**config.mk**
```make
export PLATFORM = sky130hd
export DESIGN_NAME = single_channel_tap_qualifier_top_flat
export DESIGN_NICKNAME = d
export VERILOG_FILES = /design/src/sctq_pkg.sv /design/src/sctq_if.sv /design/src/single_channel_tap_qualifier_top.sv /design/src/flat_wrapper.sv
export SDC_FILE = /design/constraint.sdc
export NUM_CORES = 1
export LEC_CHECK = 0
export ABC_AREA = 1
export BUFFER_PORTS_ARGS = -buffer_cell sky130_fd_sc_hd__buf_4
export CORE_ASPECT_RATIO = 1.5
export CORE_MARGIN = 1.5
export CORE_UTILIZATION = 32
export CTS_BUF_LIST = sky130_fd_sc_hd__clkbuf_2 sky130_fd_sc_hd__clkbuf_4 sky130_fd_sc_hd__clkbuf_8
export DETAILED_ROUTE_END_ITERATION = 16
export PLACE_DENSITY_LB_ADDON = 0.1
export SYNTH_ARGS = -nofsm -noshare
export SYNTH_HDL_FRONTEND = slang
export SYNTH_SLANG_ARGS = --single-unit
```
**constraint.sdc**
```tcl
create_clock -name clock -period 11.2 [get_ports clock]
set_input_delay 0.56 -clock clock [delete_from_list [all_inputs] [get_ports clock]]
set_output_delay 0.56 -clock clock [all_outputs]
set_load 0.02 [all_outputs]
```
**src/sctq_pkg.sv**
```systemverilog
`default_nettype none

package sctq_pkg;

   localparam int unsigned CHANNELS_DEFAULT = 4;
   localparam int unsigned CHANNELS_MAX     = 8;

   localparam int unsigned LEVEL_W    = 16;
   localparam int unsigned BTIME_W    = 16;
   localparam int unsigned TIMER_W    = 24;
   localparam int unsigned STATUS_W   = 2;
   localparam int unsigned CHAN_W     = 3;
   localparam int unsigned POS_W      = 4;
   localparam int unsigned TALLY_W    = 2;
   localparam int unsigned CSR_INDEX_W = 2;
   localparam int unsigned CSR_DATA_W  = 24;

   localparam logic [STATUS_W-1:0] STATUS_LISTEN = 2'd0;
   localparam logic [STATUS_W-1:0] STATUS_FOUND  = 2'd1;
   localparam logic [STATUS_W-1:0] STATUS_AMBIG  = 2'd2;

   localparam logic ACT_PEAK  = 1'b0;
   localparam logic ACT_CLEAR = 1'b1;

   localparam logic [CSR_INDEX_W-1:0] REG_TAP_LEVEL    = 2'd0;
   localparam logic [CSR_INDEX_W-1:0] REG_QUIET_LEVEL  = 2'd1;
   localparam logic [CSR_INDEX_W-1:0] REG_SUSTAIN_TIME = 2'd2;

   localparam logic signed [LEVEL_W-1:0] TAP_LEVEL_RESET   = -16'sd5120;
   localparam logic signed [LEVEL_W-1:0] QUIET_LEVEL_RESET = -16'sd10240;
   localparam logic [TIMER_W-1:0]        SUSTAIN_RESET     = 24'd200000;
   localparam logic [TIMER_W-1:0]        TIMER_MAX         = 24'hFFFFFF;

   localparam logic [POS_W-1:0]   POS_MAX   = 4'd15;
   localparam logic [TALLY_W-1:0] TALLY_MAX = 2'd2;

endpackage

`default_nettype wire

```
**src/sctq_if.sv**
```systemverilog
`default_nettype none

interface sctq_req_if;
   logic                                     valid;
   logic                                     ready;
   logic                                     action;
   logic signed [sctq_pkg::LEVEL_W-1:0]      peak_level;
   logic                                     block_end;
   logic        [sctq_pkg::BTIME_W-1:0]      block_time;

   modport source (output valid, action, peak_level, block_end, block_time, input ready);
   modport sink   (input valid, action, peak_level, block_end, block_time, output ready);
endinterface

interface sctq_rsp_if;
   logic                                valid;
   logic                                ready;
   logic [sctq_pkg::STATUS_W-1:0]       status;
   logic [sctq_pkg::CHAN_W-1:0]         tapped_channel;

   modport source (output valid, status, tapped_channel, input ready);
   modport sink   (input valid, status, tapped_channel, output ready);
endinterface

`default_nettype wire

```
**src/single_channel_tap_qualifier_top.sv**
```systemverilog
// Channel   Dir  Handshake       Payload
// req_if    in   valid/ready     action, peak_level, block_end, block_time
// rsp_if    out  valid/ready     status, tapped_channel
// csr_*     in   csr_wr_en       csr_index, csr_wdata (no read-back)
//
// One transaction per cycle unless a result stalls: an input register feeds
// one compare/add/compare pass that updates the detector state and loads the
// result register, from which a result (block end or clear action) is taken.
// Synchronous reset empties both registers and resets detector state and CSRs.
// While rsp_ready is low the result holds; requests that produce no result
// keep flowing, others stall in the input register.
`default_nettype none

module single_channel_tap_qualifier_top #(
   parameter int unsigned CHANNELS = sctq_pkg::CHANNELS_DEFAULT
) (
   input  wire logic                                clock,
   input  wire logic                                reset,
   sctq_req_if.sink                                 req_if,
   sctq_rsp_if.source                               rsp_if,
   input  wire logic                                csr_wr_en,
   input  wire logic [sctq_pkg::CSR_INDEX_W-1:0]    csr_index,
   input  wire logic [sctq_pkg::CSR_DATA_W-1:0]     csr_wdata
);

   localparam logic [sctq_pkg::POS_W-1:0]    LAST_POS = sctq_pkg::POS_W'(CHANNELS - 1);
   localparam logic [sctq_pkg::CHAN_W:0]     CHAN_CNT = (sctq_pkg::CHAN_W + 1)'(CHANNELS);

   logic signed [sctq_pkg::LEVEL_W-1:0]   tap_ff;
   logic signed [sctq_pkg::LEVEL_W-1:0]   quiet_ff;
   logic        [sctq_pkg::TIMER_W-1:0]   sustain_ff;

   logic                                  in_valid_ff, in_valid_in;
   logic                                  in_action_ff;
   logic signed [sctq_pkg::LEVEL_W-1:0]   in_peak_ff;
   logic                                  in_end_ff;
   logic        [sctq_pkg::BTIME_W-1:0]   in_time_ff;

   logic [sctq_pkg::STATUS_W-1:0]         verdict_ff, verdict_in;
   logic [sctq_pkg::CHAN_W-1:0]           chosen_ff, chosen_in;
   logic [sctq_pkg::TIMER_W-1:0]          timer_ff [CHANNELS];
   logic [sctq_pkg::TIMER_W-1:0]          timer_in [CHANNELS];
   logic [sctq_pkg::POS_W-1:0]            position_ff, position_in;
   logic [sctq_pkg::TALLY_W-1:0]          tally_ff, tally_in;
   logic [sctq_pkg::CHAN_W-1:0]           lidx_ff, lidx_in;
   logic                                  noisy_ff, noisy_in;

   logic                                  out_valid_ff, out_valid_in;
   logic [sctq_pkg::STATUS_W-1:0]         out_status_ff;
   logic [sctq_pkg::CHAN_W-1:0]           out_chan_ff;

   logic                                  req_take;
   logic                                  produces;
   logic                                  advance;
   logic                                  is_loud;
   logic                                  is_noisy;
   logic [sctq_pkg::TALLY_W-1:0]          tally_upd;
   logic [sctq_pkg::CHAN_W-1:0]           lidx_upd;
   logic                                  noisy_upd;
   logic                                  judge;
   logic                                  in_range;
   logic [sctq_pkg::TIMER_W-1:0]          sel_timer;
   logic [sctq_pkg::TIMER_W:0]            sum;
   logic [sctq_pkg::TIMER_W-1:0]          sat_t;

   assign produces = (in_action_ff == sctq_pkg::ACT_CLEAR) || in_end_ff;
   assign advance  = in_valid_ff && (!produces || !out_valid_ff || rsp_if.ready);
   assign req_if.ready = !in_valid_ff || advance;
   assign req_take = req_if.valid && req_if.ready;

   assign in_valid_in  = req_take || (in_valid_ff && !advance);
   assign out_valid_in = (advance && produces) || (out_valid_ff && !rsp_if.ready);

   assign is_loud   = in_peak_ff > tap_ff;
   assign is_noisy  = !is_loud && (in_peak_ff >= quiet_ff);
   assign tally_upd = (is_loud && tally_ff != sctq_pkg::TALLY_MAX) ? tally_ff + 2'd1 : tally_ff;
   assign lidx_upd  = is_loud ? position_ff[sctq_pkg::CHAN_W-1:0] : lidx_ff;
   assign noisy_upd = noisy_ff || is_noisy;
   assign judge     = in_end_ff && (verdict_ff == sctq_pkg::STATUS_LISTEN)
                      && (position_ff == LAST_POS);
   assign in_range  = {1'b0, lidx_upd} < CHAN_CNT;

   always_comb begin
      sel_timer = '0;
      for (int i = 0; i < CHANNELS; i++) begin
         if (lidx_upd == sctq_pkg::CHAN_W'(i)) begin
            sel_timer = timer_ff[i];
         end
      end
   end

   assign sum   = {1'b0, sel_timer} + (sctq_pkg::TIMER_W + 1)'(in_time_ff);
   assign sat_t = sum[sctq_pkg::TIMER_W] ? sctq_pkg::TIMER_MAX : sum[sctq_pkg::TIMER_W-1:0];

   always_comb begin
      verdict_in  = verdict_ff;
      chosen_in   = chosen_ff;
      position_in = position_ff;
      tally_in    = tally_ff;
      lidx_in     = lidx_ff;
      noisy_in    = noisy_ff;
      for (int i = 0; i < CHANNELS; i++) begin
         timer_in[i] = timer_ff[i];
      end
      if (advance) begin
         if (in_action_ff == sctq_pkg::ACT_CLEAR) begin
            verdict_in  = sctq_pkg::STATUS_LISTEN;
            chosen_in   = '0;
            position_in = '0;
            tally_in    = '0;
            lidx_in     = '0;
            noisy_in    = 1'b0;
            for (int i = 0; i < CHANNELS; i++) begin
               timer_in[i] = '0;
            end
         end else if (!in_end_ff) begin
            position_in = (position_ff == sctq_pkg::POS_MAX) ? position_ff : position_ff + 4'd1;
            tally_in    = tally_upd;
            lidx_in     = lidx_upd;
            noisy_in    = noisy_upd;
         end else begin
            position_in = '0;
            tally_in    = '0;
            lidx_in     = '0;
            noisy_in    = 1'b0;
            if (judge) begin
               if (tally_upd > 2'd1) begin
                  verdict_in = sctq_pkg::STATUS_AMBIG;
               end else if (tally_upd == 2'd0 || noisy_upd) begin
                  for (int i = 0; i < CHANNELS; i++) begin
                     timer_in[i] = '0;
                  end
               end else if (in_range) begin
                  for (int i = 0; i < CHANNELS; i++) begin
                     if (lidx_upd == sctq_pkg::CHAN_W'(i)) begin
                        timer_in[i] = sat_t;
                     end
                  end
                  if (sat_t >= sustain_ff) begin
                     verdict_in = sctq_pkg::STATUS_FOUND;
                     chosen_in  = lidx_upd;
                  end
               end
            end
         end
      end
   end

   always_ff @(posedge clock) begin
      if (reset) begin
         tap_ff     <= sctq_pkg::TAP_LEVEL_RESET;
         quiet_ff   <= sctq_pkg::QUIET_LEVEL_RESET;
         sustain_ff <= sctq_pkg::SUSTAIN_RESET;
      end else if (csr_wr_en) begin
         case (csr_index)
            sctq_pkg::REG_TAP_LEVEL:    tap_ff     <= csr_wdata[sctq_pkg::LEVEL_W-1:0];
            sctq_pkg::REG_QUIET_LEVEL:  quiet_ff   <= csr_wdata[sctq_pkg::LEVEL_W-1:0];
            sctq_pkg::REG_SUSTAIN_TIME: sustain_ff <= csr_wdata[sctq_pkg::TIMER_W-1:0];
            default: ;
         endcase
      end
   end

   always_ff @(posedge clock) begin
      if (reset) begin
         in_valid_ff  <= 1'b0;
         out_valid_ff <= 1'b0;
         verdict_ff   <= sctq_pkg::STATUS_LISTEN;
         chosen_ff    <= '0;
         position_ff  <= '0;
         tally_ff     <= '0;
         lidx_ff      <= '0;
         noisy_ff     <= 1'b0;
         for (int i = 0; i < CHANNELS; i++) begin
            timer_ff[i] <= '0;
         end
      end else begin
         in_valid_ff  <= in_valid_in;
         out_valid_ff <= out_valid_in;
         verdict_ff   <= verdict_in;
         chosen_ff    <= chosen_in;
         position_ff  <= position_in;
         tally_ff     <= tally_in;
         lidx_ff      <= lidx_in;
         noisy_ff     <= noisy_in;
         for (int i = 0; i < CHANNELS; i++) begin
            timer_ff[i] <= timer_in[i];
         end
      end
   end

   always_ff @(posedge clock) begin
      if (req_take) begin
         in_action_ff <= req_if.action;
         in_peak_ff   <= req_if.peak_level;
         in_end_ff    <= req_if.block_end;
         in_time_ff   <= req_if.block_time;
      end
      if (advance && produces) begin
         out_status_ff <= verdict_in;
         out_chan_ff   <= (verdict_in == sctq_pkg::STATUS_FOUND) ? chosen_in : '0;
      end
   end

   assign rsp_if.valid          = out_valid_ff;
   assign rsp_if.status         = out_status_ff;
   assign rsp_if.tapped_channel = out_chan_ff;

endmodule

`default_nettype wire

```
**src/flat_wrapper.sv**
```systemverilog
// flat-port wrapper written by rule: the top's interface ports become plain ports
module single_channel_tap_qualifier_top_flat 
#(
   parameter int unsigned CHANNELS = sctq_pkg::CHANNELS_DEFAULT
)
  (clock, reset, csr_wr_en, csr_index, csr_wdata, req_if_valid, req_if_action, req_if_peak_level, req_if_block_end, req_if_block_time, req_if_ready, rsp_if_valid, rsp_if_status, rsp_if_tapped_channel, rsp_if_ready);
  sctq_req_if req_if_i ();
  sctq_rsp_if rsp_if_i ();
  input  wire logic clock;
  input  wire logic reset;
  input  wire logic csr_wr_en;
  input  wire logic [sctq_pkg::CSR_INDEX_W-1:0] csr_index;
  input  wire logic [sctq_pkg::CSR_DATA_W-1:0] csr_wdata;
  input wire logic [$bits(req_if_i.valid)-1:0] req_if_valid;
  input wire logic [$bits(req_if_i.action)-1:0] req_if_action;
  input wire logic [$bits(req_if_i.peak_level)-1:0] req_if_peak_level;
  input wire logic [$bits(req_if_i.block_end)-1:0] req_if_block_end;
  input wire logic [$bits(req_if_i.block_time)-1:0] req_if_block_time;
  output wire logic [$bits(req_if_i.ready)-1:0] req_if_ready;
  output wire logic [$bits(rsp_if_i.valid)-1:0] rsp_if_valid;
  output wire logic [$bits(rsp_if_i.status)-1:0] rsp_if_status;
  output wire logic [$bits(rsp_if_i.tapped_channel)-1:0] rsp_if_tapped_channel;
  input wire logic [$bits(rsp_if_i.ready)-1:0] rsp_if_ready;
  assign req_if_i.valid = req_if_valid;
  assign req_if_i.action = req_if_action;
  assign req_if_i.peak_level = req_if_peak_level;
  assign req_if_i.block_end = req_if_block_end;
  assign req_if_i.block_time = req_if_block_time;
  assign req_if_ready = req_if_i.ready;
  assign rsp_if_valid = rsp_if_i.valid;
  assign rsp_if_status = rsp_if_i.status;
  assign rsp_if_tapped_channel = rsp_if_i.tapped_channel;
  assign rsp_if_i.ready = rsp_if_ready;
  single_channel_tap_qualifier_top #(.CHANNELS(CHANNELS)) u_core (.clock(clock), .reset(reset), .req_if(req_if_i), .rsp_if(rsp_if_i), .csr_wr_en(csr_wr_en), .csr_index(csr_index), .csr_wdata(csr_wdata));
endmodule
```
==> Word level (Yosys, flattened, before mapping) <==
Memories as Yosys holds them, arrays and structs flattened.
Index checks and enable logic that the tools add are counted.
{ "totals": {"register_bits": 112, "ramBits": 96, "input_bits": 65, "n_memories": 1} }
{ "classes": {"n_addsub": 3, "order_cmp": 5, "n_eq_ne": 10, "muxes": 50, "n_bitwise": 4, "n_reduce_logical": 31} }
{ "memory_table": {"columns": ["memory", "words", "width", "rd", "rd_clocked_by_memory_dff", "wr", "line_no", "rtl"], "rows": [
  ["u_core.timer_ff", 4, 24, 4, 0, 4, "single_channel_tap_qualifier_top.sv:41", "logic [sctq_pkg::TIMER_W-1:0] timer_ff [CHANNELS];"]
]} }
{ "op_table": {"columns": ["operator", "n"], "rows": [
  ["96-bit 2-to-1 mux", 7],
  ["24-bit 2-to-1 mux", 13],
  ["3-bit 2-to-1 mux", 11],
  ["24-bit by 16-bit adder with 25-bit output", 1],
  ["24-bit >= comparator", 1],
  ["2-bit 2-to-1 mux", 11],
  ["16-bit >= comparator", 1],
  ["16-bit > comparator", 1],
  ["4-bit 2-to-1 mux", 3],
  ["1-bit logical AND", 9],
  ["1-bit logical OR", 8],
  ["2-bit AND reduction", 4],
  ["3-bit by 2-bit equality test with 1-bit output (second input constant)", 2],
  ["1-bit zero test", 6],
  ["2-bit zero test", 3],
  ["1-bit 2-to-1 mux", 5],
  ["4-bit by 1-bit adder with 4-bit output (second input constant)", 1],
  ["2-bit by 1-bit equality test with 1-bit output (second input constant)", 2],
  ["4-bit by 2-bit equality test with 1-bit output (second input constant)", 1],
  ["4-bit equality test (second input constant)", 1],
  ["1-bit OR", 4],
  ["3-bit by 1-bit equality test with 1-bit output (second input constant)", 1],
  ["3-bit zero test", 1],
  ["3-bit < comparator (second input constant)", 1],
  ["other kinds (5)", 5]
]} }

==> Longest topological paths before layout <==
Gate-level depths: netlist of run 1.
{ "depth": {"word_depth": 19, "mapped_depth": 57, "depth_no_buf": 55} }

==> Worst setup path after synthesis of run 1 <==
No wires, ideal clock.
{ "synth_path": {"path_type": "reg-to-reg", "start": "reg u_core.in_peak_ff[15] (netlist name)", "end": "reg u_core.out_chan_ff (netlist bit u_core.rsp_if.tapped_channel[0]) (data pin)", "arrival_ps": 5978, "required_ps": 10942, "setup_slack_ps": 4964, "stages_incl_launch_ff": 46, "path_buffers": 2, "path_cell_list": "edfxtp_1 > ha_1 > a21oi_1 > o21ai_1 > a21oi_2 > nand2_1 > nand2_2 > nand3_4 > o21ai_2 > nor2_4 > buf_6 > clkbuf_1 > a22oi_1 > nand3_1 > ha_1 > nand2_1 > o21ai_0 > a21oi_1 > [... 10 more ...] > nor2_1 > nand2_1 > nand2_1 > o21ai_2 > ha_1 > nand2_1 > inv_1 > nand3_1 > nor3_1 > nand3_1 > nand3_1 > a31oi_1 > inv_1 > nand4_1 > nor2_1 > a21oi_1 > o22ai_1 > nor2_1"} }
{ "synth_between": {"elab_chain_cells": 19, "word_cells_on_any_way": 40, "cone_classes": "1 x add/sub; 5 x order compare; 4 x eq/ne; 23 x mux; 7 x reduce/logical"} }
{ "synth_rtl": {"columns": ["element", "line_no", "rtl"], "rows": [
  ["from (decl)", "single_channel_tap_qualifier_top.sv:35", "logic signed [sctq_pkg::LEVEL_W-1:0] in_peak_ff;"],
  ["from (signal assigned)", "single_channel_tap_qualifier_top.sv:195", "in_peak_ff <= req_if.peak_level;"],
  ["16-bit > comparator", "single_channel_tap_qualifier_top.sv:74", "assign is_loud = in_peak_ff > tap_ff;"],
  ["3-bit 2-to-1 mux", "single_channel_tap_qualifier_top.sv:77", "assign lidx_upd = is_loud ? position_ff[sctq_pkg::CHAN_W-1:0] : lidx_ff;"],
  ["3-bit zero test", "single_channel_tap_qualifier_top.sv:86", "if (lidx_upd == sctq_pkg::CHAN_W'(i)) begin"],
  ["24-bit 2-to-1 mux (4 in a row)", "single_channel_tap_qualifier_top.sv:86", null],
  ["24-bit by 16-bit adder with 25-bit output", "single_channel_tap_qualifier_top.sv:92", "assign sum = {1'b0, sel_timer} + (sctq_pkg::TIMER_W + 1)'(in_time_ff);"],
  ["24-bit 2-to-1 mux", "single_channel_tap_qualifier_top.sv:93", "assign sat_t = sum[sctq_pkg::TIMER_W] ? sctq_pkg::TIMER_MAX : sum[sctq_pkg::TIMER_W-1:0];"],
  ["24-bit >= comparator", "single_channel_tap_qualifier_top.sv:139", "if (sat_t >= sustain_ff) begin"],
  ["2-bit 2-to-1 mux", "single_channel_tap_qualifier_top.sv:139", null],
  ["2-bit 2-to-1 mux", "single_channel_tap_qualifier_top.sv:133", "end else if (in_range) begin"],
  ["2-bit 2-to-1 mux", "single_channel_tap_qualifier_top.sv:129", "end else if (tally_upd == 2'd0 || noisy_upd) begin"],
  ["2-bit 2-to-1 mux", "single_channel_tap_qualifier_top.sv:127", "if (tally_upd > 2'd1) begin"],
  ["2-bit 2-to-1 mux", "single_channel_tap_qualifier_top.sv:126", "if (judge) begin"],
  ["2-bit 2-to-1 mux", "single_channel_tap_qualifier_top.sv:116", "end else if (!in_end_ff) begin"],
  ["2-bit 2-to-1 mux", "single_channel_tap_qualifier_top.sv:106", "if (in_action_ff == sctq_pkg::ACT_CLEAR) begin"],
  ["2-bit 2-to-1 mux", "single_channel_tap_qualifier_top.sv:105", "if (advance) begin"],
  ["2-bit by 1-bit equality test with 1-bit output", "single_channel_tap_qualifier_top.sv:201", "out_chan_ff <= (verdict_in == sctq_pkg::STATUS_FOUND) ? chosen_in : '0;"],
  ["to (signal assigned)", "single_channel_tap_qualifier_top.sv:201", null],
  ["to (decl)", "single_channel_tap_qualifier_top.sv:50", "logic [sctq_pkg::CHAN_W-1:0] out_chan_ff;"]
]} }
Parallel ways exist; a longest one is shown, timed or not.
A chain may end at the register's enable or synchronous reset.

==> Worst setup path after layout of run 1 <==
{ "layout_path": {"start": "reg u_core.in_peak_ff[15] (netlist name)", "end": "reg u_core.out_chan_ff (netlist bit u_core.rsp_if.tapped_channel[1]) (data pin)"} }
Same word-level chain as after synthesis.

==> out/results.tsv, run 1 <==
stage	metric	value	unit
run_status	outcome	finished, final reports clean	
worst_setup_path	most frequent CP cell	nand2_1	
sta	Worst Hold Slack	0.182	ns
final_layout	final std cells w/o fill	1779	
global_route	pin count of the biggest net entering global routing	88	
worst_setup_path	r2r setup slk	3.21	ns
power	Power per Cell Area	157	mW/mm²
power	Comb pwr share	18.4	%
power	Max IR drop VDD	58.9	µV
worst_hold_path	hold wc startpoint	req_if_block_time[8]	
global_route	initial antenna violation count	1	
route	1st-iter DRT viols	328	
global_route	number of global-route vias before repair	8664	
floorplan	Initial Util	32.4	%
worst_setup_path	CP top delay family	simple AND/OR/NAND/NOR gates	
route	Routed Antenna Nets	0	
sta	unrepaired setup endpoints after global routing	false	
placement	post-detail-place hpwl	21000	µm
worst_setup_path	WS Path Type	reg -> reg	
yosys	Syn Nets	1409	
floorplan	IO Pins	72	
route	WL/cell	16.8	µm
placement	port buffer count	71	
final_layout	Nets	1469	
global_route	Overflow after GRT	0	
power	Final Power	1940	µW
yosys	Mean Syn Cell Area	8.49	µm²
cts	Clock Latency Late Sink	0.56	ns
cts	hold_buf cts	0	
power	Leakage Power	0.00526	µW
worst_setup_path	CP Launch Type	flip-flop	
power	internal power	1360	µW
sta	Final Setup Violations	0	
yosys	synth cell count leaders	nand2_1, dfxtp_1, o21ai_0	
power	total net switching power	583	µW
route	DR vias/cell	4.88	
worst_hold_path	hold crit path type	in -> reg	
sta	Worst-Margin Slew	0.985	ns
worst_setup_path	Worst Path Buf+Inv	5	
yosys	Mapped Area	0.0108	mm²
worst_setup_path	Reg2Reg Capture Point	u_core.rsp_if.tapped_channel[1]	
power	clock power share	39.1	%
power	sequential power share	42.5	%
worst_setup_path	crit path max-delay cell type	nor2_4	
yosys	largest cells by area after synthesis	dfxtp_1, edfxtp_1, ha_1, o21ai_0, a21oi_1	
worst_setup_path	Crit. End Element	flip-flop	
sta	Final Hold Fails	0	
global_route	aggregate global-route resource usage	17.4	%
sta	clock skew	0.0259	ns
run	max-cap violation count	0	
route	DRC viols	0	
cts	clk sinks	208	
worst_hold_path	worst hold endpoint	u_core.in_time_ff[8]	
final_layout	Area Growth Syn to Fin	14.8	%
floorplan	Die Wd	153	µm
worst_hold_path	hold depth	1	
global_route	first-pass GRT wire length	47800	µm
cts	total CTS buffers	38	
worst_setup_path	CP Data Required Time	11.48	ns
worst_setup_path	CP max FO	23	
yosys	Synth top area share	31.4	%
sta	Max Fclk	0.125	GHz
worst_setup_path	CP peak stage delay	0.56	ns
cts	register clock-pin slew on the reported worst setup and hold paths	0.06	ns
cts	Clock Tree Buf Depth	3	
sta	Rel. slew slack	34.3	%
worst_setup_path	R2R depth	43	
cts	CTS resizes	0	
yosys	synthesized flop and latch total	208	
yosys	EDFF count, synth	39	
final_layout	fraction of layout instances using a drive strength above 1	19.7	%
final_layout	# fillers	3470	
power	Switching Fraction	30.0	%
placement	Post-Place Cells	1709	
cts	Post-CTS Setup Bufs	0	
cts	CTS tree	built	
sta	max-slew violations	0	
yosys	top-count cell post-synth	nand2_1	
yosys	cell count after synthesis	1269	
yosys	sequential share of the synthesized area	42.3	%
worst_setup_path	WP depth	43	
cts	CTS root buf	clkbuf_8	
yosys	synth warn	0	
floorplan	Die ar.	0.0348	mm²
route	First-pass DRT Iterations	5	
sta	minimum clock period	7.99	ns
route	Vias	8676	
floorplan	FP Rows	82	
floorplan	Core ar.	0.0332	mm²
route	Routed WL	30000	µm
yosys	number of library cell types mapped by synthesis	51	
worst_setup_path	Arr. time, crit path	8.27	ns
worst_setup_path	launching point of the worst reg2reg path	u_core.in_peak_ff[15]	
cts	H-Tree Depth	2	
yosys	Post-synth ARST share	0	%
floorplan	Die Ht	228	µm
sta	setup TNS	0	ns
yosys	area leader, netlist	dfxtp_1	
yosys	dominant synthesized flop cell	dfxtp_1	
placement	routability cong.	0.817	
sta	final period utilization	71.3	%
area by class of cell:
type / instances / area [µm²] / area share, %
multi-input cells: 867 / 5390 / 43.6
repair buffers: 78 / 586 / 4.74
flip-flops and latches: 208 / 4550 / 36.8
clock buffers: 57 / 709 / 5.74
diodes: 1 / 2.50 / 0.0202
well taps: 420 / 526 / 4.25
clock inverters: 12 / 85.1 / 0.688
inverters: 136 / 513 / 4.15
flip-flops by register name, indices dropped and copies added (netlist names), 2 cells and up:
name	cells
u_core.rsp_if.status	2
u_core.lidx_ff	3
u_core.in_time_ff	16
u_core.timer_ff	96
u_core.tap_ff	16
u_core.tally_ff	2
u_core.position_ff	4
u_core.in_peak_ff	16
u_core.rsp_if.tapped_channel	3
u_core.verdict_ff	2
u_core.sustain_ff	24
u_core.quiet_ff	16
u_core.chosen_ff	3
layout by cell type, fill, tap and decap left out, types with 7 or more instances in the layout:
cell type,instances
a21oi_1,152
a21oi_2,35
a22oi_1,15
buf_4,78
clkbuf_4,12
clkbuf_8,45
clkinv_2,7
dfxtp_1,169
edfxtp_1,39
ha_1,74
inv_1,127
nand2_1,183
nand2_2,22
nand2_4,28
nand3_1,40
nand3_4,8
nand4_1,17
nor2_1,47
o211ai_1,16
o21ai_0,162
xor2_1,10
cells by family after synthesis:
family / share of synthesized area [%]
xor+xnor: 1.06
compound gates: 21.6
fa+ha+maj: 8.78
simple gates: 18.4
flops: 42.3
buf+inv: 7.83
per-layer routing:
| metal | GRT usage (%) | wire length [µm] | vias up |
|---|---|---|---|
| met5 | 0 | 0 | - |
| met3 | 3.00 | 1180 | 53 |
| met2 | 31.3 | 15300 | 150 |
| met1 | 20.4 | 12600 | 4015 |
| li1 | - | - | 4458 |
| met4 | 6.37 | 856 | 0 |
per-stage QoR:
stage | instance area (µm²) | util, % | setup WS, ns
after floorplan | 10800 | - | 4.96
after global placement | 11600 | 34.8 | 3.12
after detailed placement | 11600 | 34.8 | 3.05
after CTS | 12400 | 37.2 | 3.02
after global routing | 12400 | 37.2 | 2.23
final | 12400 | 37.2 | 3.21
worst register-to-register path, delay by kind of cell (launching register included):
kind | cells | cell delay [ns]
AND/OR/NAND/NOR | 24 | 3.62
AO/OA/AOI/OAI | 11 | 2.20
adder cells (fa/ha/maj) | 3 | 1.07
flip-flops | 1 | 0.43
buffers and inverters | 5 | 0.40
power by group through the flow:
stage	combinational [µW]	sequential (µW)	clock [µW]
CTS	364	825	788
floorplan	261	835	0
detailed placement	363	841	0
global placement	360	841	0
finish	357	825	758
global route	403	829	820
worst max path at each step:
stage | from | end | slack, ns
after floorplan | u_core.in_peak_ff[15] | u_core.rsp_if.tapped_channel[0] | 4.96
final | u_core.in_peak_ff[15] | u_core.rsp_if.tapped_channel[1] | 3.21
after CTS | u_core.in_peak_ff[15] | u_core.rsp_if.tapped_channel[1] | 3.02
after global routing | u_core.in_peak_ff[15] | u_core.rsp_if.tapped_channel[0] | 2.23
after global placement | u_core.in_peak_ff[15] | u_core.rsp_if.tapped_channel[1] | 3.12
after detailed placement | u_core.in_peak_ff[15] | u_core.rsp_if.tapped_channel[1] | 3.05
Power figures use the tool's default switching activity.
==> inputs of run 2 (changes only) <==
--- a/config.mk
+++ b/config.mk
@@ -5,7 +5,7 @@
 export SDC_FILE = /design/constraint.sdc
 export NUM_CORES = 1
 export LEC_CHECK = 0
-export ABC_AREA = 1
+export ABC_AREA = 0
 export BUFFER_PORTS_ARGS = -buffer_cell sky130_fd_sc_hd__buf_4
 export CORE_ASPECT_RATIO = 1.5
 export CORE_MARGIN = 1.5
==> constraint.sdc (replaced) <==
create_clock -name clock -period 8.15 [get_ports clock]
set_input_delay 0.4075 -clock clock [delete_from_list [all_inputs] [get_ports clock]]
set_output_delay 0.4075 -clock clock [all_outputs]
set_load 0.02 [all_outputs]
==> run 2 against run 1 <==
Non-clock buffer count rose by 73. Synthesized cell count fell by 5.3%. Sequential power rose by 32%. Combinational power fell by 16%. Global-route usage rose by 2.8 points. First-iteration DRC count rose by 31%. Critical path type unchanged. Highest routed layer unchanged. Total power rose by 29%. Hold slack got worse by 0.11 ns. Wire length rose by 12%. Register-to-register slack got worse by 2.6 ns.
==> out/results.tsv, run 2 <==
stage	metric	value	unit	change
worst_setup_path	R2R depth	31		-28%
final_layout	Largest regs	u_core.timer_ff: 96 flops, u_core.sustain_ff: 24 flops		
global_route	number of global-route vias before repair	9486		+9.5%
yosys	number of library cell types mapped by synthesis	77		+51%
sta	clock skew	0.0161	ns	-0.00981 ns
route	DRC viols	0		unchanged
placement	port buffer count	71		unchanged
final_layout	# fillers	3378		-2.7%
floorplan	Initial Util	32.6	%	+0.16 points
worst_setup_path	launching point of the worst reg2reg path	u_core.in_peak_ff[7]		
route	Vias	9358		+7.9%
power	total net switching power	677	µW	+16%
yosys	synth warn	0		unchanged
final_layout	most common cell after layout, fill and taps aside	dfxtp_1		
worst_setup_path	Reg2Reg Capture Point	u_core.rsp_if.tapped_channel[2]		
global_route	first-pass GRT wire length	52800	µm	+11%
sta	Final Worst Setup Slack	0.596	ns	-2.62 ns
yosys	synth cell count leaders	dfxtp_1, nand2_1, nor2_1		
yosys	EDFF count, synth	39		unchanged
cts	register clock-pin slew on the reported worst setup and hold paths	0.06	ns	about the same
yosys	synthesized flop and latch total	208		unchanged
route	Routed Antenna Nets	0		unchanged
power	Power per Cell Area	192	mW/mm²	+22%
yosys	area leader, netlist	dfxtp_1		
worst_setup_path	Arr. time, crit path	7.87	ns	-0.40 ns
worst_setup_path	crit path max-delay cell type	a221o_2		
floorplan	Core ar.	0.0326	mm²	-1.8%
worst_hold_path	worst hold endpoint	u_core.sustain_ff[16]		
placement	worst slack at placement	-0.0174	ns	-3.07 ns
final_layout	max FFs per register	96		unchanged
final_layout	Multi-input gate area	0.00564	mm²	+4.6%
yosys	Post-synth ARST share	0	%	unchanged
worst_hold_path	hold crit path type	in -> reg		
power	Max IR drop VDD	97.1	µV	+65%
final_layout	Util after Layout	40.0	%	+2.8 points
global_route	initial antenna violation count	0		-1
floorplan	Die Ht	226	µm	-0.67%
cts	Post-CTS Setup Bufs	0		unchanged
cts	H-Tree Depth	2		unchanged
floorplan	Die ar.	0.0343	mm²	-1.3%
worst_setup_path	WS Path Type	reg -> reg		
floorplan	FP Rows	81		-1.2%
worst_setup_path	Crit. End Element	flip-flop		
yosys	Mean Syn Cell Area	8.84	µm²	+4.1%
sta	Final Hold Fails	0		unchanged
sta	unrepaired setup endpoints after global routing	false		
worst_setup_path	CP Data Required Time	8.47	ns	-3.01 ns
route	Routed WL	33600	µm	+12%
final_layout	Nets	1473		+0.27%
worst_setup_path	CP max FO	7		-70%
power	sequential power share	43.5	%	+1.0 points
global_route	aggregate global-route resource usage	20.2	%	+2.8 points
global_route	pin count of the biggest net entering global routing	78		-11%
sta	max-slew violations	0		unchanged
final_layout	Largest Register	u_core.timer_ff		
yosys	Mapped Area	0.0106	mm²	-1.4%
route	DR vias/cell	5.26		+7.9%
sta	Rel. slew slack	15.9	%	-18 points
cts	CTS root buf	clkbuf_8		
yosys	Synth top area share	31.8	%	+0.43 points
placement	routability cong.	0.820		+0.37%
global_route	Overflow after GRT	0		unchanged
sta	final period utilization	92.7	%	+21 points
floorplan	Die Wd	152	µm	-0.67%
cts	Clock Latency Late Sink	0.58	ns	+0.02 ns
sta	Worst-Margin Slew	1.26	ns	+0.275 ns
worst_hold_path	hold depth	3		+2
run_status	outcome	finished, final reports clean		
placement	post-detail-place hpwl	23000	µm	+9.3%
placement	DP Area	0.0118	mm²	+2.4%
run	max-cap violation count	0		unchanged
cts	CTS tree	built		
yosys	Syn Nets	1342		-4.8%
power	internal power	1830	µW	+35%
power	clock power share	44.5	%	+5.4 points
yosys	cell count after synthesis	1202		-5.3%
worst_setup_path	CP Launch Type	flip-flop		
cts	total CTS buffers	38		unchanged
floorplan	IO Pins	72		unchanged
yosys	top-count cell post-synth	dfxtp_1		
power	Leakage Power	0.00515	µW	-2.1%
cts	clk sinks	208		unchanged
worst_setup_path	r2r setup slk	0.60	ns	-2.62 ns
yosys	sequential share of the synthesized area	42.9	%	+0.58 points
worst_hold_path	hold wc startpoint	csr_wdata[16]		
worst_setup_path	CP Launch Point	u_core.in_peak_ff[7]		
final_layout	fraction of layout instances using a drive strength above 1	16.7	%	-3.1 points
final_layout	register area	0.00455	mm²	unchanged
yosys	largest cells by area after synthesis	dfxtp_1, edfxtp_1, ha_1, a22oi_1, nand2_1		
final_layout	final instance area	0.0131	mm²	+5.6%
worst_setup_path	CP peak stage delay	0.48	ns	-0.08 ns
yosys	dominant synthesized flop cell	dfxtp_1		
final_layout	most frequent cells in the layout	dfxtp_1, nand2_1, nor2_1		
sta	Final Setup Violations	0		unchanged
sta	Max Fclk	0.132	GHz	+5.7%
final_layout	Area Growth Syn to Fin	22.9	%	
sta	minimum clock period	7.55	ns	-0.433 ns
route	First-pass DRT Iterations	5		unchanged
route	WL/cell	18.9	µm	+12%
power	Switching Fraction	27.0	%	-3.0 points
route	1st-iter DRT viols	430		+31%
power	Comb pwr share	12.0	%	-6.4 points
cts	Clock Tree Buf Depth	3		unchanged
==> run 2: changes by cell type in the layout (fill, tap and decap cells not counted), moves of 43 or more <==
cell     before  now
nand2_1     183  140
nor2_1       47  123
inv_1       127   72
a21oi_1     152   78
a22oi_1      15   77
o21ai_0     162   74
==> run 2: final cells by class <==
type,count,area share (%)
Sequential cell,208,34.9
Tap cell,415,3.98
Multi-Input combinational cell,861,43.2
Clock buffer,54,5.40
Timing Repair Buffer,151,9.36
Clock inverter,16,1.09
Antenna cell,1,0.0192
Inverter,73,2.10
==> run 2: what timing repair did <==
item                                   in CTS  in global routing
endpoints found under the hold margin      34                  0
hold buffers                               34                  0
gates resized for setup                     2                 11
pin swaps                                   0                  2
setup endpoints to repair                   3                  8
==> run 2: through the flow <==
| step | setup TNS, ns | total power, µW | instances | hold slack (ns) |
|---|---|---|---|---|
| 2_1_floorplan | 0 | 1280 | 1202 | 0.436 |
| 3_5_place_dp | -0.0182 | 1400 | 1674 | 0.448 |
| 4_1_cts | 0 | 2540 | 1778 | 0.0292 |
| 6_report | 0 | 2510 | 1779 | 0.0734 |
| 5_1_grt | 0 | 2620 | 1778 | 0.0493 |
| 3_3_place_gp | 0 | 1400 | 1674 | 0.443 |
==> run 2: worst max-delay path by stage <==
stage | to | depth (start not counted)
2_1_floorplan | u_core.rsp_if.tapped_channel[2] | 39
3_3_place_gp | u_core.rsp_if.tapped_channel[1] | 35
3_5_place_dp | u_core.rsp_if.tapped_channel[2] | 34
4_1_cts | u_core.rsp_if.tapped_channel[2] | 35
5_1_grt | u_core.rsp_if.tapped_channel[2] | 36
6_report | u_core.rsp_if.tapped_channel[2] | 31
==> run 2: metal layers <==
metal	share of wire, %	wire [µm]	vias up	track usage, %
met5	0	0	-	0
met4	3.0	1020	0	7.35
met3	3.7	1250	61	2.87
met2	52	17600	198	37.1
met1	41	13700	4482	23.3
li1	-	-	4617	-
==> run 2: kinds of logic (layout without fill, tap and decap cells) <==
kind of cell / after synthesis / after routing / synth area share [%]
XOR/XNOR: 16 / 16 / 1.32
other: 0 / 1 / 0
flip-flops: 208 / 208 / 42.9
AO/OA/AOI/OAI: 387 / 387 / 24.8
buffers and inverters: 133 / 294 / 4.90
multiplexers: 8 / 8 / 0.942
adder cells (fa/ha/maj): 75 / 75 / 8.90
AND/OR/NAND/NOR: 375 / 375 / 16.3
==> run 2: power groups by stage <==
stage	Clock [µW]	Combinational, µW	Sequential [µW]
6_report	1120	301	1090
5_1_grt	1190	335	1090
4_1_cts	1150	302	1090
3_5_place_dp	0	287	1110
3_3_place_gp	0	287	1110
2_1_floorplan	0	169	1110
==> run 2: worst max-delay path, delay by kind of cell (launching register included) <==
family	cells	cell delay (ns)
AOI/OAI and AO/OA	18	4.01
and+or+nand+nor	8	1.45
adders and majority gates	3	0.93
DFF	1	0.40
muxes	1	0.32
buffers and inverters	1	0.18
==> inputs of run 3 (changes only) <==
--- a/config.mk
+++ b/config.mk
@@ -9,7 +9,7 @@
 export BUFFER_PORTS_ARGS = -buffer_cell sky130_fd_sc_hd__buf_4
 export CORE_ASPECT_RATIO = 1.5
 export CORE_MARGIN = 1.5
-export CORE_UTILIZATION = 32
+export CORE_UTILIZATION = 45
 export CTS_BUF_LIST = sky130_fd_sc_hd__clkbuf_2 sky130_fd_sc_hd__clkbuf_4 sky130_fd_sc_hd__clkbuf_8
 export DETAILED_ROUTE_END_ITERATION = 16
 export PLACE_DENSITY_LB_ADDON = 0.1
==> run 3 against run 2 <==
Register-to-register slack lost 0.06 ns. First-iteration DRC count grew 27%. Cell count fell by 8.4%. Sequential share of layout area increased by 2.0 points. Cell area fell by 5.4%. Critical endpoint is now u_core.rsp_if.tapped_channel[1]. Core utilization is 13 points higher. Largest cell class unchanged.
==> out/results.tsv, run 3 (synthesis results as in run 2) <==
stage	metric	value	unit	change
run_status	outcome	finished, final reports clean		
final_layout	most common cell after layout, fill and taps aside	dfxtp_1		
final_layout	Nets	1429		-3.0%
floorplan	Die ar.	0.0246	mm²	-28%
power	Leakage Power	0.00487	µW	-5.3%
sta	Final Setup Violations	0		unchanged
sta	Worst Hold Slack	0.0358	ns	-0.0376 ns
floorplan	IO Pins	72		unchanged
sta	setup TNS	0	ns	unchanged
power	Max IR drop VDD	138	µV	+42%
route	DRC viols	0		unchanged
power	Power per Cell Area	187	mW/mm²	-2.6%
global_route	first-pass GRT wire length	47000	µm	-11%
global_route	aggregate global-route resource usage	24.5	%	+4.3 points
route	WL/cell	18.0	µm	-5.0%
worst_hold_path	hold wc startpoint	req_if_block_end		
final_layout	Largest Register	u_core.timer_ff		
floorplan	Initial Util	45.9	%	+13 points
final_layout	Largest regs	u_core.timer_ff: 96 flops, u_core.sustain_ff: 24 flops		
worst_setup_path	Arr. time, crit path	8.01	ns	+0.14 ns
sta	clock skew	0.0175	ns	+0.00136 ns
final_layout	fraction of layout instances using a drive strength above 1	16.0	%	-0.68 points
cts	H-Tree Depth	2		unchanged
final_layout	most frequent cells in the layout	dfxtp_1, nand2_1, nor2_1		
cts	register clock-pin slew on the reported worst setup and hold paths	0.06	ns	about the same
floorplan	Die Ht	191	µm	-15%
sta	minimum clock period	7.61	ns	+0.0557 ns
placement	routability cong.	0.820		about the same
worst_setup_path	WS Path Type	reg -> reg		
worst_setup_path	CP max FO	23		+16
worst_setup_path	crit path max-delay cell type	or4_1		
worst_hold_path	hold depth	1		-2
worst_setup_path	Reg2Reg Capture Point	u_core.rsp_if.tapped_channel[1]		
final_layout	final instance area	0.0124	mm²	-5.4%
final_layout	Util after Layout	53.4	%	+13 points
sta	final period utilization	93.4	%	+0.68 points
route	Routed WL	29300	µm	-13%
final_layout	# fillers	2258		-33%
worst_hold_path	hold crit path type	in -> reg		
worst_setup_path	CP peak stage delay	0.49	ns	about the same
cts	Clock Latency Late Sink	0.55	ns	-0.03 ns
sta	unrepaired setup endpoints after global routing	false		
floorplan	Die Wd	128	µm	-15%
worst_setup_path	CP Data Required Time	8.55	ns	+0.08 ns
route	Routed Antenna Nets	0		unchanged
worst_setup_path	R2R depth	33		+6.5%
cts	hold_buf cts	0		-100%
run	max-cap violation count	0		unchanged
cts	Post-CTS Setup Bufs	0		unchanged
worst_setup_path	Crit. End Element	flip-flop		
route	First-pass DRT Iterations	5		unchanged
global_route	pin count of the biggest net entering global routing	77		-1.3%
placement	DP Area	0.0116	mm²	-1.8%
global_route	number of global-route vias before repair	9028		-4.8%
cts	CTS tree	built		
global_route	Overflow after GRT	0		unchanged
global_route	initial antenna violation count	0		unchanged
sta	Max Fclk	0.131	GHz	-0.73%
floorplan	Core ar.	0.0231	mm²	-29%
final_layout	Area Growth Syn to Fin	16.3	%	
cts	CTS root buf	clkbuf_8		
cts	clk sinks	208		unchanged
worst_setup_path	launching point of the worst reg2reg path	u_core.in_peak_ff[7]		
placement	port buffer count	71		unchanged
final_layout	# diodes	0		-1
sta	max-slew violations	0		unchanged
route	DR vias/cell	5.60		+6.5%
sta	Rel. slew slack	22.2	%	+6.3 points
placement	post-detail-place hpwl	20500	µm	-11%
route	Vias	9134		-2.4%
worst_setup_path	most frequent CP cell	a21oi_1		
cts	Clock Tree Buf Depth	3		unchanged
cts	total CTS buffers	36		-5.3%
worst_setup_path	r2r setup slk	0.54	ns	-0.06 ns
sta	Final Hold Fails	0		unchanged
sta	Worst-Margin Slew	1.17	ns	-0.0948 ns
worst_hold_path	worst hold endpoint	u_core.in_end_ff		
route	1st-iter DRT viols	546		+27%
power	Final Power	2310	µW	-7.9%
floorplan	FP Rows	68		-16%
worst_setup_path	CP Launch Type	flip-flop		
final_layout	max FFs per register	96		unchanged
run 3: changes by cell type in the layout (fill, tap and decap cells not counted), moves of 2 or more:
cell,previous run,this run
clkinv_2,8,5
buf_4,116,108
o21ai_0,74,76
bufinv_16,2,0
o21bai_2,1,4
clkbuf_8,48,40
o21bai_4,3,0
dlygate4sd3_1,34,0
clkbuf_4,6,13
clkinvlp_4,0,2
inv_8,2,0
run 3: area by class of cell:
class	instances	area (µm²)	share of cell area (%)
Clock buffer	53	648	5.24
Timing Repair Buffer	109	822	6.65
Sequential cell	208	4550	36.9
Inverter	73	274	2.22
Tap cell	315	394	3.19
Clock inverter	11	55.1	0.445
Multi-Input combinational cell	861	5610	45.4
run 3: worst max path at each step:
stage / from / to / slack (ns) / depth (start not counted)
after floorplan: u_core.in_peak_ff[15] / u_core.rsp_if.tapped_channel[2] / 0.54 / 39
after global placement: u_core.in_peak_ff[15] / u_core.rsp_if.tapped_channel[2] / 0.25 / 35
after detailed placement: u_core.in_peak_ff[7] / u_core.rsp_if.tapped_channel[0] / -0.0003 / 34
after CTS: u_core.in_peak_ff[7] / u_core.rsp_if.tapped_channel[2] / 0.003 / 35
after global routing: u_core.in_peak_ff[7] / u_core.rsp_if.tapped_channel[2] / 0.02 / 36
final: u_core.in_peak_ff[7] / u_core.rsp_if.tapped_channel[1] / 0.54 / 33
run 3: repair_timing:
action | CTS | global route
hold endpoints to repair | 0 | 0
resized for setup | 1 | 8
endpoints found under the setup margin | 3 | 8
pin swaps | 0 | 2
run 3: where the power goes:
group / total, µW / internal, µW / switching, µW
clock: 947 / 510 / 437
combinational: 273 / 109 / 164
sequential: 1090 / 1070 / 13.6
run 3: through the flow:
step           worst slack (ns)  instances
2_1_floorplan             0.539       1202
3_3_place_gp              0.248       1566
3_5_place_dp          -0.000294       1566
4_1_cts                 0.00273       1630
5_1_grt                  0.0168       1630
6_report                  0.540       1630
run 3: per-layer routing:
| metal | track usage (%) | part of all wire (%) | up-vias |
|---|---|---|---|
| li1 | - | - | 4514 |
| met1 | 29.0 | 42 | 4328 |
| met2 | 43.4 | 50 | 224 |
| met3 | 3.83 | 4.1 | 68 |
| met4 | 10.6 | 3.7 | 0 |
| met5 | 0 | 0 | - |
run 3: critical path, delay by kind of cell (launching register included):
kind	cells	cell delay [ns]
adder cells (fa/ha/maj)	3	1.00
AND/OR/NAND/NOR	4	0.92
AO/OA/AOI/OAI	23	4.42
buffers and inverters	3	0.73
flip-flops	1	0.40
